### src/rtl/core/cc24_pkg.sv
// types and constants for the 24x crank and cam position decoder
package cc24_pkg;

	localparam logic [2:0] OP_CRANK_FALL = 3'd0;
	localparam logic [2:0] OP_CRANK_RISE = 3'd1;
	localparam logic [2:0] OP_CAM_FALL   = 3'd2;
	localparam logic [2:0] OP_CAM_RISE   = 3'd3;
	localparam logic [2:0] OP_QUERY      = 3'd4;

	localparam logic [5:0]  TEETH_PER_REV    = 6'd24;
	localparam logic [5:0]  TOOTH_LAST_CRANK = 6'd23;
	localparam logic [5:0]  TOOTH_LAST_CAM   = 6'd47;
	localparam logic [5:0]  TOOTH_CAM_RISE   = 6'd24;
	localparam logic [5:0]  TOOTH_CAM_FALL   = 6'd0;
	localparam logic [2:0]  PULSES_TO_SYNC   = 3'd5;
	localparam logic [2:0]  PULSE_RUN_MAX    = 3'd7;
	localparam logic [15:0] UNITS_PER_TOOTH  = 16'd960;
	localparam logic [9:0]  FRAC_MAX         = 10'd959;
	localparam logic [15:0] RPM_MAX          = 16'd65535;
	localparam logic [31:0] TPS_RESET        = 32'd1000000;

	localparam int unsigned REM_W     = 48;
	localparam logic [3:0]  FRAC_LAST = 4'd9;
	localparam logic [3:0]  RPM_LAST  = 4'd15;

	typedef struct packed {
		logic [2:0]  opcode;
		logic [31:0] event_time;
	} in_word_t;

	typedef struct packed {
		logic [5:0]  tooth_index;
		logic        is_synced;
		logic        has_cam;
		logic [31:0] period_ticks;
		logic [14:0] crank_angle;
		logic [15:0] cam_angle;
		logic [15:0] engine_rpm;
	} out_word_t;

	typedef enum logic [1:0] {
		ST_IDLE,
		ST_PREP,
		ST_DIV,
		ST_DONE
	} seq_state_t;

endpackage

### src/rtl/core/cc24_ifs.sv
// valid/ready channels for event and result words
interface cc24_in_if;
	import cc24_pkg::*;
	logic     valid;
	logic     ready;
	in_word_t data;
	modport source (output valid, output data, input ready);
	modport sink (input valid, input data, output ready);
endinterface

interface cc24_out_if;
	import cc24_pkg::*;
	logic      valid;
	logic      ready;
	out_word_t data;
	modport source (output valid, output data, input ready);
	modport sink (input valid, input data, output ready);
endinterface

### src/rtl/core/crank_cam_24x_decoder.sv
// 24x crank and cam position decoder with serial divider for angle fraction and rpm
// Each event word (crank fall, crank rise, cam fall, cam rise, query) updates the
// tooth tracker in its accept cycle and then produces one result word. The in-tooth
// fraction and the rpm come from one shared 48-bit compare-subtract unit doing
// restoring division by the crank period: 10 steps for the fraction and 16 for rpm.
// Results load into the output register after ST_PREP and, for a nonzero period,
// ST_DIV; the next event is taken the cycle after. The output register lets a new
// event be processed while the previous result waits. The user writes
// ticks_per_second (cfg_we/cfg_wdata) only while no event is in flight, unchecked.
module crank_cam_24x_decoder (
	input  logic         clk,
	input  logic         arst_n,
	input  logic         cfg_we,
	input  logic [31:0]  cfg_wdata,
	cc24_in_if.sink      req,
	cc24_out_if.source   rsp
);
	import cc24_pkg::*;

	seq_state_t state_q, state_d;

	logic [5:0]  tooth_q, tooth_n;
	logic [2:0]  pulse_q, pulse_n;
	logic        cam_seen_q, cam_seen_n;
	logic        cam_present_q, cam_present_n;
	logic        sync_q, sync_n;
	logic [31:0] last_crank_q, last_crank_n;
	logic [31:0] last_cam_q, last_cam_n;
	logic [31:0] period_q, period_n;
	logic [31:0] tps_q;
	logic [31:0] t_q;

	logic [REM_W-1:0] rem_q;
	logic [REM_W-1:0] div_q;
	logic [15:0]      quo_q;
	logic [3:0]       cnt_q;
	logic             phase_q;
	logic             sat_q;
	logic [9:0]       frac_q;
	logic [15:0]      rpm_q;
	logic             out_valid_q;
	out_word_t        out_q;

	logic        accept;
	logic [31:0] ev_t;
	logic [31:0] dt_crank;
	logic [31:0] dt_cam;
	logic [5:0]  tooth_inc;
	logic [5:0]  limit;
	logic        advance;
	logic [34:0] rise_five;
	logic [34:0] rise_three;
	logic [2:0]  pulse_inc;

	logic [31:0]      dt_post;
	logic [REM_W-1:0] frac_num;
	logic [33:0]      rpm_num;
	logic             ge;
	logic [REM_W-1:0] rem_sub;
	logic [15:0]      quo_next;
	logic             out_load;
	logic [4:0]       tooth_mod;
	out_word_t        res;

	assign accept   = req.valid && req.ready;
	assign ev_t     = req.data.event_time;
	assign dt_crank = ev_t - last_crank_q;
	assign dt_cam   = ev_t - last_cam_q;

	// tooth tracker update for the incoming event
	always_comb begin
		tooth_n       = tooth_q;
		pulse_n       = pulse_q;
		cam_seen_n    = cam_seen_q;
		cam_present_n = cam_present_q;
		sync_n        = sync_q;
		last_crank_n  = last_crank_q;
		last_cam_n    = last_cam_q;
		period_n      = period_q;
		tooth_inc     = tooth_q + 6'd1;
		limit         = (!cam_present_q && !cam_seen_q) ? TOOTH_LAST_CRANK : TOOTH_LAST_CAM;
		advance       = (tooth_q != TOOTH_CAM_FALL && tooth_q != TEETH_PER_REV) ||
		                (dt_cam > {2'b00, dt_crank[31:2]});
		rise_five     = {1'b0, dt_crank, 2'b00} + {3'b000, dt_crank};
		rise_three    = {2'b00, period_q, 1'b0} + {3'b000, period_q};
		pulse_inc     = pulse_q + 3'd1;
		case (req.data.opcode)
			OP_CRANK_FALL: begin
				period_n     = dt_crank;
				last_crank_n = ev_t;
				if (advance) begin
					if (tooth_inc > limit) begin
						tooth_n       = 6'd0;
						cam_present_n = cam_seen_q;
						cam_seen_n    = 1'b0;
					end else begin
						tooth_n = tooth_inc;
					end
				end
			end
			OP_CRANK_RISE: begin
				if (!cam_present_q) begin
					if (rise_five > rise_three) begin
						pulse_n = 3'd0;
					end else if (pulse_q < PULSE_RUN_MAX) begin
						pulse_n = pulse_inc;
						if (pulse_inc == PULSES_TO_SYNC) begin
							tooth_n = {3'b000, PULSES_TO_SYNC};
							sync_n  = 1'b1;
						end
					end
				end
			end
			OP_CAM_FALL, OP_CAM_RISE: begin
				last_cam_n    = ev_t;
				cam_seen_n    = 1'b1;
				cam_present_n = 1'b1;
				sync_n        = 1'b1;
				tooth_n       = (req.data.opcode == OP_CAM_RISE) ? TOOTH_CAM_RISE
				                                                  : TOOTH_CAM_FALL;
			end
			OP_QUERY: begin
			end
			default: begin
			end
		endcase
	end

	// divider operands and the shared compare-subtract step
	assign dt_post  = t_q - last_crank_q;
	assign frac_num = {6'd0, dt_post, 10'd0} - {10'd0, dt_post, 6'd0};
	assign rpm_num  = 34'(({1'b0, tps_q, 2'b00} + {3'b000, tps_q}) >> 1);
	assign ge       = rem_q >= div_q;
	assign rem_sub  = rem_q - div_q;
	assign quo_next = {quo_q[14:0], ge};

	always_comb begin
		state_d  = state_q;
		out_load = 1'b0;
		case (state_q)
			ST_IDLE: begin
				if (accept) begin
					state_d = ST_PREP;
				end
			end
			ST_PREP: begin
				state_d = (period_q == 32'd0) ? ST_DONE : ST_DIV;
			end
			ST_DIV: begin
				if (cnt_q == 4'd0 && phase_q) begin
					state_d = ST_DONE;
				end
			end
			ST_DONE: begin
				if (!out_valid_q || rsp.ready) begin
					out_load = 1'b1;
					state_d  = ST_IDLE;
				end
			end
			default: begin
				state_d = ST_IDLE;
			end
		endcase
	end

	always_ff @(posedge clk or negedge arst_n) begin
		if (!arst_n) begin
			state_q <= ST_IDLE;
		end else begin
			state_q <= state_d;
		end
	end

	always_ff @(posedge clk or negedge arst_n) begin
		if (!arst_n) begin
			tooth_q       <= 6'd0;
			pulse_q       <= 3'd0;
			cam_seen_q    <= 1'b0;
			cam_present_q <= 1'b1;
			sync_q        <= 1'b0;
			last_crank_q  <= 32'd0;
			last_cam_q    <= 32'd0;
			period_q      <= 32'd0;
			tps_q         <= TPS_RESET;
		end else begin
			if (cfg_we) begin
				tps_q <= cfg_wdata;
			end
			if (accept) begin
				tooth_q       <= tooth_n;
				pulse_q       <= pulse_n;
				cam_seen_q    <= cam_seen_n;
				cam_present_q <= cam_present_n;
				sync_q        <= sync_n;
				last_crank_q  <= last_crank_n;
				last_cam_q    <= last_cam_n;
				period_q      <= period_n;
			end
		end
	end

	// divider datapath
	always_ff @(posedge clk) begin
		if (accept) begin
			t_q <= ev_t;
		end
		case (state_q)
			ST_PREP: begin
				rem_q   <= frac_num;
				div_q   <= {7'd0, period_q, 9'd0};
				cnt_q   <= FRAC_LAST;
				phase_q <= 1'b0;
				sat_q   <= dt_post >= period_q;
				quo_q   <= 16'd0;
				frac_q  <= 10'd0;
				rpm_q   <= 16'd0;
			end
			ST_DIV: begin
				rem_q <= ge ? rem_sub : rem_q;
				div_q <= div_q >> 1;
				quo_q <= quo_next;
				cnt_q <= cnt_q - 4'd1;
				if (cnt_q == 4'd0) begin
					if (!phase_q) begin
						frac_q  <= sat_q ? FRAC_MAX : quo_next[9:0];
						rem_q   <= {14'd0, rpm_num};
						div_q   <= {1'b0, period_q, 15'd0};
						cnt_q   <= RPM_LAST;
						phase_q <= 1'b1;
						sat_q   <= {14'd0, rpm_num[33:16]} >= period_q;
						quo_q   <= 16'd0;
					end else begin
						rpm_q <= sat_q ? RPM_MAX : quo_next;
					end
				end
			end
			default: begin
			end
		endcase
	end

	// result assembly
	always_comb begin
		tooth_mod        = (tooth_q >= TEETH_PER_REV) ? 5'(tooth_q - TEETH_PER_REV)
		                                              : tooth_q[4:0];
		res.tooth_index  = tooth_q;
		res.is_synced    = sync_q;
		res.has_cam      = cam_present_q;
		res.period_ticks = period_q;
		res.crank_angle  = 15'(16'(16'({11'd0, tooth_mod} * UNITS_PER_TOOTH)
		                   + {6'd0, frac_q}));
		res.cam_angle    = 16'(16'({10'd0, tooth_q} * UNITS_PER_TOOTH) + {6'd0, frac_q});
		res.engine_rpm   = rpm_q;
	end

	always_ff @(posedge clk or negedge arst_n) begin
		if (!arst_n) begin
			out_valid_q <= 1'b0;
		end else if (out_load) begin
			out_valid_q <= 1'b1;
		end else if (rsp.ready) begin
			out_valid_q <= 1'b0;
		end
	end

	always_ff @(posedge clk) begin
		if (out_load) begin
			out_q <= res;
		end
	end

	assign req.ready = (state_q == ST_IDLE);
	assign rsp.valid = out_valid_q;
	assign rsp.data  = out_q;

endmodule

### src/flat_wrapper.sv
// flat-port wrapper written by rule: the top's interface ports become plain ports
module crank_cam_24x_decoder_flat import cc24_pkg::*;
  (clk, arst_n, cfg_we, cfg_wdata, req_valid, req_data, req_ready, rsp_valid, rsp_data, rsp_ready);
  cc24_in_if req_i ();
  cc24_out_if rsp_i ();
  input  logic clk;
  input  logic arst_n;
  input  logic cfg_we;
  input  logic [31:0] cfg_wdata;
  input wire logic [$bits(req_i.valid)-1:0] req_valid;
  input wire logic [$bits(req_i.data)-1:0] req_data;
  output wire logic [$bits(req_i.ready)-1:0] req_ready;
  output wire logic [$bits(rsp_i.valid)-1:0] rsp_valid;
  output wire logic [$bits(rsp_i.data)-1:0] rsp_data;
  input wire logic [$bits(rsp_i.ready)-1:0] rsp_ready;
  assign req_i.valid = req_valid;
  assign req_i.data = req_data;
  assign req_ready = req_i.ready;
  assign rsp_valid = rsp_i.valid;
  assign rsp_data = rsp_i.data;
  assign rsp_i.ready = rsp_ready;
  crank_cam_24x_decoder u_core (.clk(clk), .arst_n(arst_n), .cfg_we(cfg_we), .cfg_wdata(cfg_wdata), .req(req_i), .rsp(rsp_i));
endmodule
### config.mk
export PLATFORM = sky130hd
export DESIGN_NAME = crank_cam_24x_decoder_flat
export DESIGN_NICKNAME = d
export VERILOG_FILES = /design/src/rtl/core/cc24_pkg.sv /design/src/rtl/core/cc24_ifs.sv /design/src/rtl/core/crank_cam_24x_decoder.sv /design/src/flat_wrapper.sv
export SDC_FILE = /design/constraint.sdc
export NUM_CORES = 1
export LEC_CHECK = 0
export ABC_AREA = 1
export BUFFER_PORTS_ARGS = -buffer_cell sky130_fd_sc_hd__buf_2
export CORE_MARGIN = 3
export CORE_UTILIZATION = 25
export CTS_BUF_LIST = sky130_fd_sc_hd__clkbuf_4 sky130_fd_sc_hd__clkbuf_8
export DETAILED_ROUTE_END_ITERATION = 16
export PLACE_DENSITY = 0.47
export RECOVER_POWER = 50
export SETUP_SLACK_MARGIN = 0.2
export SLEW_MARGIN = 20
export SYNTH_ARGS = -nofsm -noshare
export SYNTH_HDL_FRONTEND = slang
export SYNTH_SLANG_ARGS = --single-unit
### constraint.sdc
create_clock -name clk -period 4.65 [get_ports clk]
set_input_delay 0.2325 -clock clk [delete_from_list [all_inputs] [get_ports clk]]
set_output_delay 0.2325 -clock clk [all_outputs]
set_load 0.005 [all_outputs]
Word level (Yosys, flattened, before mapping). Index checks and enable logic that the tools add are counted.

Bits in registers: 405. Bits of input ports: 72. Word-level logic and storage cells: 161.

Reduce and logical (&&, ||, !) cells: 31. Equal/unequal tests: 20. Bitwise gates (word level): 1. $mul: 2. Muxes and demuxes: 58. $add $sub $neg: 14. $lt $le $gt $ge: 8.

Operator list (count): $mux 48 (4); $pmux 48 s2 (2); $sub 32x32->32 (3); $add 34x32->35 (2); $ge 48x48->1 (1); $mux 16 (3); $sub 48x48->48 (1); $mux 47 (1); $sub 42x38->43 (1); $mux 6 (7); $gt 35x35->1 (1); $add 33x32->34 (1); $ge 18x32->1 (1); $ge 32x32->1 (1); $gt 32x30->1 (1); $logic_not 32->1 (1); $pmux 16 s2 (1); $mux 10 (3); $mux 15 (2); $pmux 15 s2 (1); $pmux 10 s2 (1); $pmux 6 s3 (1); $add 16x10->16 (1); $mux 1 (16); other kinds (41) (77).

Logic depth before layout (Yosys ltp). Gate-level depths: netlist of run 1.

Word-level depth: 7. Gate-level depth with buffers: 46. Mapped depth without buffers: 46.

Worst setup path before layout of run 1. Ideal clock, no wire load.

Path type: register -> register. Start: register u_core.state_q[0]. End: register u_core.rpm_q[0] (enable). Clock period less this slack: 4964 ps. Cell stages (with the launch flop): 5. Data arrival time: 4555 ps. Data required time: 4241 ps. Slack: -314 ps. Cells stage by stage: dfrtp_1 > inv_1 > ha_1 > inv_1 > nor3_1.

Cells in the longest elaborated chain, start to end: 3. Elaborated cells between the ends (all ways): 6. Classes of those cells: eq/ne: 4; reduce/logical: 2.

Ends and longest elaborated chain: start: declaration (line crank_cam_24x_decoder.sv:20) `seq_state_t state_q, state_d;`; start signal: assignment (line crank_cam_24x_decoder.sv:170) `state_q <= state_d;`; $eq 2x2->1 or $eq 2x1->1 (tied branches) (line crank_cam_24x_decoder.sv:207) `case (state_q)`; $ne 2x1->1 (no source line) or $reduce_bool 2->1 (tied branches); $reduce_and 3->1 (no source line) (*); end signal: assignment (line crank_cam_24x_decoder.sv:233) `rpm_q <= sat_q ? RPM_MAX : quo_next;`; end: declaration (line crank_cam_24x_decoder.sv:40) `logic [15:0] rpm_q;`.

Every way passes the cells marked *; elsewhere a longest branch is shown, timed or not. A chain may end at the register's enable or synchronous reset.

Final worst setup path of run 1.
Start: register u_core.last_crank_q[8]. End: register u_core.tooth_q[1].

Cells in the longest elaborated chain, start to end: 5. Elaborated cells between the ends (all ways): 8. Classes of those cells: add/sub: 2; order compare: 2; eq/ne: 2; reduce/logical: 2.

Ends and longest elaborated chain: start: declaration (line crank_cam_24x_decoder.sv:27) `logic [31:0] last_crank_q, last_crank_n;`; start signal: assignment (line crank_cam_24x_decoder.sv:195) `last_crank_q <= last_crank_n;`; $sub 32x32->32 (*) (line crank_cam_24x_decoder.sv:67) `assign dt_crank = ev_t - last_crank_q;`; $add 34x32->35 or $gt 32x30->1 (tied branches) (line crank_cam_24x_decoder.sv:84, crank_cam_24x_decoder.sv:83); $gt 35x35->1 or $logic_or 1x1->1 (tied branches) (line crank_cam_24x_decoder.sv:103, crank_cam_24x_decoder.sv:82); $ne 2x2->1 (no source line) or $ne 2x1->1 (tied branches); $reduce_and 7->1 (no source line) (*); end signal: assignment (line crank_cam_24x_decoder.sv:190) `tooth_q <= tooth_n;`; end: declaration (line crank_cam_24x_decoder.sv:22) `logic [5:0] tooth_q, tooth_n;`.

Marked as above.

==> results of run 1 <==
-- worst max-delay path: cells and delay by family, from the launching register on --
family	cells	cell delay, ps
AOI/OAI and AO/OA	2	420
xor gates and xnor gates	1	140
DFF	1	360
buffers and inverters	7	740
and+or+nand+nor	27	2370
adders and majority gates	3	910
-- cells in the mapped netlist, types with 15 or more instances --
master	number	share of area (%)
clkbuf_1	47	0.51
nor2_1	326	3.6
a21o_1	27	0.59
xor2_1	143	3.6
o21a_1	16	0.35
a211oi_1	15	0.33
nand2_2	34	0.62
a21oi_1	454	6.6
edfxtp_1	252	22
ha_1	437	16
dfrtp_1	135	9.8
a31oi_1	33	0.60
o21ai_0	251	3.7
nand2_1	828	9.0
fa_1	23	1.3
mux2_2	30	0.98
o21ai_1	26	0.38
o211ai_1	31	0.68
nor3_1	43	0.63
xnor2_1	82	2.1
o21bai_1	25	0.55
or2_2	19	0.35
nor4_1	15	0.27
nand4_1	67	1.2
inv_1	625	6.8
nand3_1	150	2.2
o22ai_1	41	0.75
-- path summary, 6_finish.rpt --
| check | start | end | slack [ps] | cells after the start |
|---|---|---|---|---|
| hold reg to reg | u_core.frac_q[0] | u_core.rsp.data[16] | 420 | 0 |
| hold / removal | cfg_we | u_core.tps_q[3] | 100 | 2 |
| max in group asynchronous | arst_n | u_core.last_crank_q[13] | 600 | 4 |
| min in group asynchronous | arst_n | u_core.last_cam_q[14] | 1790 | 3 |
| setup reg to reg | u_core.last_crank_q[8] | u_core.tooth_q[1] | -390 | 40 |
| setup / recovery | u_core.last_crank_q[8] | u_core.tooth_q[1] | -390 | 40 |
-- per-layer routing --
layer  vias to the layer above  wire (um)  track usage (%)
li1                      16700          -                -
met1                     15500      58500             22.8
met2                       494      57800             28.7
met3                       167       4490             2.63
met4                         0       3800             5.01
met5                         -          0                0
-- kinds of logic after synthesis --
group	synth area share [%]
AND/OR/NAND/NOR	18.9
multiplexers	0.982
AO/OA/AOI/OAI	16.6
adder cells (fa/ha/maj)	17.2
buffers and inverters	7.99
flip-flops	32.4
XOR/XNOR	5.92
-- layout make-up --
type                    instances  area [um2]
flip-flops and latches        395       11200
clock buffers                 115        1450
fillers                     14400       88800
inverters                     635        2390
well taps                    1781        2230
repair buffers                962        6940
diodes                          3        7.51
multi-input cells            3236       22600
clock inverters                34         435
-- metrics by stage --
| step | util, % | instances |
|---|---|---|
| 4_1_cts | 34.1 | 7131 |
| 6_report | 34.7 | 7161 |
| 3_3_place_gp | 31.1 | 6875 |
| 2_1_floorplan | - | 4342 |
| 5_1_grt | 34.7 | 7160 |
| 3_5_place_dp | 31.1 | 6875 |
-- timing repair --
action	in CTS	in global routing
cloned	0	0
pin swaps	98	135
endpoints found under the setup margin	37	39
buffers inserted	33	27
hold buffers	74	0
hold endpoints to repair	207	0
gates resized for setup	241	194
-- flip-flops by register name, summed over array words and instances, names as in the netlist --
name                  flops
u_core.rsp.data          78
u_core.rem_q             48
u_core.div_q             47
u_core.last_cam_q        32
u_core.last_crank_q      32
u_core.period_q          32
u_core.t_q               32
u_core.tps_q             32
u_core.rpm_q             16
u_core.quo_q             15
u_core.frac_q            10
u_core.tooth_q            6
u_core.cnt_q              4
u_core.pulse_q            3
u_core.state_q            2
u_core.cam_present_q      1
u_core.cam_seen_q         1
u_core.phase_q            1
u_core.rsp.valid          1
u_core.sat_q              1
u_core.sync_q             1
==> results.md, run 1 <==
- The run finished, with violations left.
- The residual DRC count is 0.
- The fraction of final layout cells sized beyond drive strength 1 is 26.3%.
- The worst setup skew after layout is 51.4 ps.
- The buffer type at the clock tree root is clkbuf_8.
- The share of async-settable or async-resettable flops after synthesis is 36.2%.
- The measured slew at the worst slew-check pin is 3650 ps.
- The number of buffers added by the clock tree synthesis step is 80.
- Sequential cells were found to cover 32.4% of the synthesized design area.
- Dividing the detail-routed wire length by the instance count gives 17.4 um.
- The kind of launch point of the worst setup path is a register.
- The setup slack after layout is -395 ps.
- The main flop type after synthesis is edfxtp_1.
- STA classifies the critical path endpoint as a register.
- After synthesis the netlist holds a flip-flop and latch count of 395.
- The total die area is 0.142 mm2.
- The core area is 0.136 mm2.
- The number of global-route vias before repair came to 32.9k.
- In this run, the number of DRC markers left after iteration 0 of detailed routing was 1,703.
- The worst setup path is of the register to register kind.
- The quantity of I/O buffers inserted on ports is 160.
- Leaving out fill and tap cells, the most frequent cell in the layout is nand2_1.
- CTS built an H-tree with a depth of 3.
- The max-cap check violation count is 2.
- Summing all non-filler instances in the final layout gives an area of 0.0472 mm2.
- The total count of max-transition violations in the final report is 139.
- The final reports fail on capacitance limit, slew limit, setup timing.
- The cell with the biggest individual delay on the critical path is dfrtp_1.
- In this design, the critical path's most frequently occurring cell is nand2_1.
- The half-perimeter wire length after detailed placement is 99,500 um.
- The peak fanout along the critical path is 8.
- The number of warnings issued by yosys is 0.
- The total setup violations reported at the end of the flow is 10.
- OpenSTA, run right after detailed placement, puts the worst setup slack at -1040 ps.
- The initial antenna violation count came to 8.
- The total track usage is 17.2%.
- The x dimension of the die is 377 um.
- The synthesized netlist net count is 4,874.
- The classification of the worst-slack hold path is primary input to register.
- The instance area at placement is 0.0423 mm2.
- The via count is 32.8k.
- On the final layout, the worst hold slack is 97.1 ps.
- The routed design has 125,000 um of wire.
- The weighted congestion at the end of routability-driven global placement is 0.873.
- The distinct cell type count after synthesis is 69.
- After the last flow step, the layout net total stands at 5,842.
- The number of rows created at floorplan is 135.
- After technology mapping, the gate count stands at 4,342.
- The pin count of the biggest net entering global routing is 100.
- Relative to the synthesized area, the layout overhead comes to 37.1%.
- The total I/O pin count is 161.
- A synthesized cell averages 7.92 um2.
- At the later pin of the worst-skew pair, clock insertion delay measures 800 ps.
- The number of sinks on the clock net is 395.
- The headroom to the max-slew limit is -143%.
- Yosys mapped a number of flops with a built-in enable equal to 252.
- The buffer levels on the longest clock path is 3.
- The clock transition at the registers of the reported paths is 60 ps.
- The first detailed-routing pass took 6 iterations.
- The first-pass GRT wire length is 188,000 um.
- Data on the critical path is required at its endpoint by 5320 ps.
- In the layout the commonest cells are nand2_1 (761), buf_4 (651), inv_1 (596).
- Data arrives at the worst endpoint at 5720 ps.
- Setup repair after global routing could not meet its margin everywhere.
- The per-cell via count in the routed design is 4.59.
- The CTS tree is built.
- The final critical path time including I/O delays and setup is 5040 ps.
- Summing every instance area after synthesis gives 0.0344 mm2.
- The count of nets left with antenna violations once routing finished came out at 0.
- The peak clock frequency supported by timing is 0.198 GHz.
- The vertical die dimension is 377 um.
- The total overflow left after global routing is 0.
- The sum of negative setup slack is -3670 ps.
- The count of final hold-check violations is 0.
- The starting density of the core is 25.3%.
- The largest single stage delay on the critical path is 360 ps.
- The final critical-path share of the clock period is 108%.
Power of run 1 is left out: the tool's default activity adds up to more than one toggle a clock period on the data nets, which glitch-free logic cannot reach.
==> run 2, diff against run 1 <==
--- a/config.mk
+++ b/config.mk
@@ -7,6 +7,7 @@
 export LEC_CHECK = 0
 export ABC_AREA = 1
 export BUFFER_PORTS_ARGS = -buffer_cell sky130_fd_sc_hd__buf_2
+export CORE_ASPECT_RATIO = 1.25
 export CORE_MARGIN = 3
 export CORE_UTILIZATION = 25
 export CTS_BUF_LIST = sky130_fd_sc_hd__clkbuf_4 sky130_fd_sc_hd__clkbuf_8
==> run 2 against run 1 <==
  * The flow still finishes with violations (capacitance limit, slew limit, setup timing)
  * Largest cell class unchanged
  * Critical path type unchanged
  * Core utilization about the same
  * Global-route usage increased by 1.5 points
  * Final cell count decreased by 0.70%
  * Sequential cell count unchanged
  * Routed wire length rose by 8.9%
  * Final area about the same
  * Hold slack worse by 3.5 ps
  * Worst setup slack worse by 84 ps
  * Count of clock-buffer cells in the layout fell by 3
  * Clock skew rose by 5.2 ps
  * Via count up 0.68%
==> results.md, run 2 (synthesized netlist as in run 1, its figures left out) <==
- Run status: finished, violations left (unchanged).
- Failing checks: capacitance limit, slew limit, setup timing (unchanged).
- The most frequent standard cell in the layout excluding fill and tap cells was nand2_1 (unchanged).
- The total track usage is 18.7% (was 17.2%).
- The detail-routed net length per standard cell was 19.1 um (was 17.4 um).
- The maximum cell stage delay along the critical path is 350 ps (was 360 ps).
- The headroom to the max-slew limit is -58.8% (was -143%).
- The clock transition at the registers of the reported paths was 60 ps (about the same).
- The via count is 33.1k (was 32.8k).
- The total count of max-transition violations in the final report is 73 (was 139).
- The core area came to 0.136 mm2 (about the same).
- The number of buffers added by the clock tree synthesis step is 76 (was 80).
- The cell depth of the worst min-delay path was 3 (was 2).
- The final critical path time including I/O delays and setup is 5130 ps (was 5040 ps).
- The number of levels in the clock H-tree came to 3 (unchanged).
- The max-cap check violation count is 1 (was 2).
- The x dimension of the die is 338 um (was 377 um).
- The pin count of the biggest net entering global routing came to 74 (was 100).
- The quantity of I/O buffers inserted on ports is 160 (unchanged).
- The total I/O pin count was 161 (unchanged).
- The number of iterations in the first detailed-routing pass was 5 (was 6).
- The number of fill cells in the layout is 14.4k (about the same).
- The wire length on met1 is 54,300 um (was 58,500 um).
- The footprint of the flip-flops and latches is 0.0112 mm2 (about the same).
- The met2 wire length is 70,500 um (was 57,800 um).
- The initial antenna violation count is 10 (was 8).
- The fraction of final layout cells sized beyond drive strength 1 was 28.0% (was 26.3%).
- The arrival time at the worst endpoint is 5780 ps (was 5720 ps).
- The highest metal layer with signal wires is met5 (was met4).
- The setup slack after layout is -478 ps (was -395 ps).
- The layout overhead on the synthesized area is 37.1% (about the same).
- The peak clock frequency supported by timing was 0.195 GHz (was 0.198 GHz).
- The first-pass GRT wire length is 201,000 um (was 188,000 um).
- The buffer type at the clock tree root is clkbuf_8 (unchanged).
- The remaining antenna violation count was 0 (unchanged).
- The critical path's most frequent cell was nand2_1 (unchanged).
- The per-cell via count in the routed design is 4.65 (was 4.59).
- The worst setup skew after layout was 56.6 ps (was 51.4 ps).
- Most used cells in the layout excluding fill and tap cells: nand2_1 (749), buf_4 (668), inv_1 (596) (was nand2_1 (761), buf_4 (651), inv_1 (596)).
- The residual DRC count is 0 (unchanged).
- Setup repair after global routing missed its margin: true (unchanged).
- The number of sinks on the clock net is 395 (unchanged).
- The met3 wire length is 4820 um (was 4490 um).
- The detailed-route wire length was 136,000 um (was 125,000 um).
- The CTS tree is built (unchanged).
- The total die area is 0.142 mm2 (about the same).
- The buffer levels on the longest clock path was 3 (unchanged).
- The flip-flop count of the largest register after layout came to 78 (unchanged).
- The total setup violations reported at the end of the flow is 14 (was 10).
- The starting density of the core is 25.3% (about the same).
- The weighted congestion at the end of routability-driven global placement is 0.924 (was 0.873).
- The endpoint of the worst hold path is u_core.tps_q[3] (unchanged).
- The final critical-path share of the clock period is 110% (was 108%).
- The final layout net count is 5,819 (was 5,842).
- The area of the multi-input gates is 0.0229 mm2 (was 0.0226 mm2).
- The kind of launch point of the worst setup path was a register (unchanged).
- The startpoint of the tightest hold check path is cfg_we (unchanged).
- The reg-to-reg setup timing slack is -480 ps (was -390 ps).
- The peak fanout along the critical path is 8 (unchanged).
- The critical path start-end classification is register to register (unchanged).
- The clock latency on the worst-skew pair is 800 ps (about the same).
- The cell total after placement is 6,832 (was 6,875).
- The capture point of the worst reg-to-reg path is u_core.sync_q (was u_core.tooth_q[1]).
- The remaining global-route overflow is 0 (unchanged).
- The final standard cell count with taps included and fillers excluded is 7,111 (was 7,161).
- The category of the worst setup path capture point is a register (unchanged).
- The number of global-route vias before repair is 33.2k (was 32.9k).
- The number of rows created at floorplan was 151 (was 135).
- The measured slew at the worst slew-check pin is 2380 ps (was 3650 ps).
- The hold slack came to 93.6 ps (was 97.1 ps).
- The cell with the biggest individual delay on the critical path was dfrtp_1 (unchanged).
- The placement-stage worst setup slack is -1010 ps (was -1040 ps).
- The startpoint of the worst setup timing path is u_core.last_crank_q[0] (was u_core.last_crank_q[8]).
- The number of cells traversed by the worst register-to-register path is 38 (was 40).
- The vertical die dimension was 421 um (was 377 um).
- The violation count after the first detailed-route iteration is 1,689 (was 1,703).
- The classification of the worst-slack hold path is primary input to register (unchanged).
- The critical path required time is 5300 ps (was 5320 ps).
- The half-perimeter wire length after detailed placement is 111,000 um (was 99,500 um).
- The count of final hold-check violations is 0 (unchanged).
- The launch instance of the worst register-to-register path is u_core.last_crank_q[0] (was u_core.last_crank_q[8]).
[run 2: changes by cell type in the layout (fill, tap and decap cells not counted), sizes merged]
cell         before  now
dlygate4sd3      74   70
inv             640  637
buf             781  841
diode             3    5
bufinv            8    2
clkbuf          222  144
clkinv           20   21
[run 2: area by class of cell]
type / instances / area share [%]
Multi-Input combinational cell: 3236 / 48.5
Sequential cell: 395 / 23.7
Timing Repair Buffer: 943 / 14.6
Inverter: 635 / 5.07
Tap cell: 1759 / 4.67
Clock buffer: 112 / 2.94
Clock inverter: 26 / 0.517
Antenna cell: 5 / 0.0265
[run 2: metrics by stage]
step	utilization (%)	TNS, ps	cell area, um2
after floorplan	-	-357	34500
after global placement	31.0	-12360	42100
after detailed placement	31.0	-12930	42100
after CTS	33.8	-5580	45900
after global routing	34.7	-9190	47100
final	34.7	-4730	47200
[run 2: metal layers]
layer / track usage, % / vias up
met5: 0 / -
met4: 7.21 / 6
met3: 2.45 / 224
met2: 34.9 / 616
met1: 21.5 / 15600
li1: - / 16600
[run 2: worst max-delay path: cells and delay by family (launching register included)]
kind | cells | cell delay [ps]
AOI/OAI and AO/OA | 4 | 570
xor gates and xnor gates | 2 | 320
adders and majority gates | 5 | 1340
buffers and inverters | 7 | 940
DFF | 1 | 350
and+or+nand+nor | 20 | 1480
[run 2: worst max path at each step]
stage | slack (ps) | cells past startpoint | to
detailed placement | -1010 | 41 | u_core.pulse_q[0]
floorplan | -60 | 45 | u_core.tooth_q[3]
finish | -480 | 38 | u_core.sync_q
CTS | -590 | 46 | u_core.tooth_q[0]
global placement | -980 | 40 | u_core.pulse_q[0]
global route | -810 | 36 | u_core.tooth_q[0]
[run 2: what timing repair did]
item | CTS | global route
pin swaps | 122 | 130
endpoints found under the hold margin | 213 | 0
setup endpoints to repair | 33 | 40
hold buffers | 70 | 0
buffers inserted | 46 | 20
resized for setup | 238 | 228
Power of run 2 is left out for the same reason.
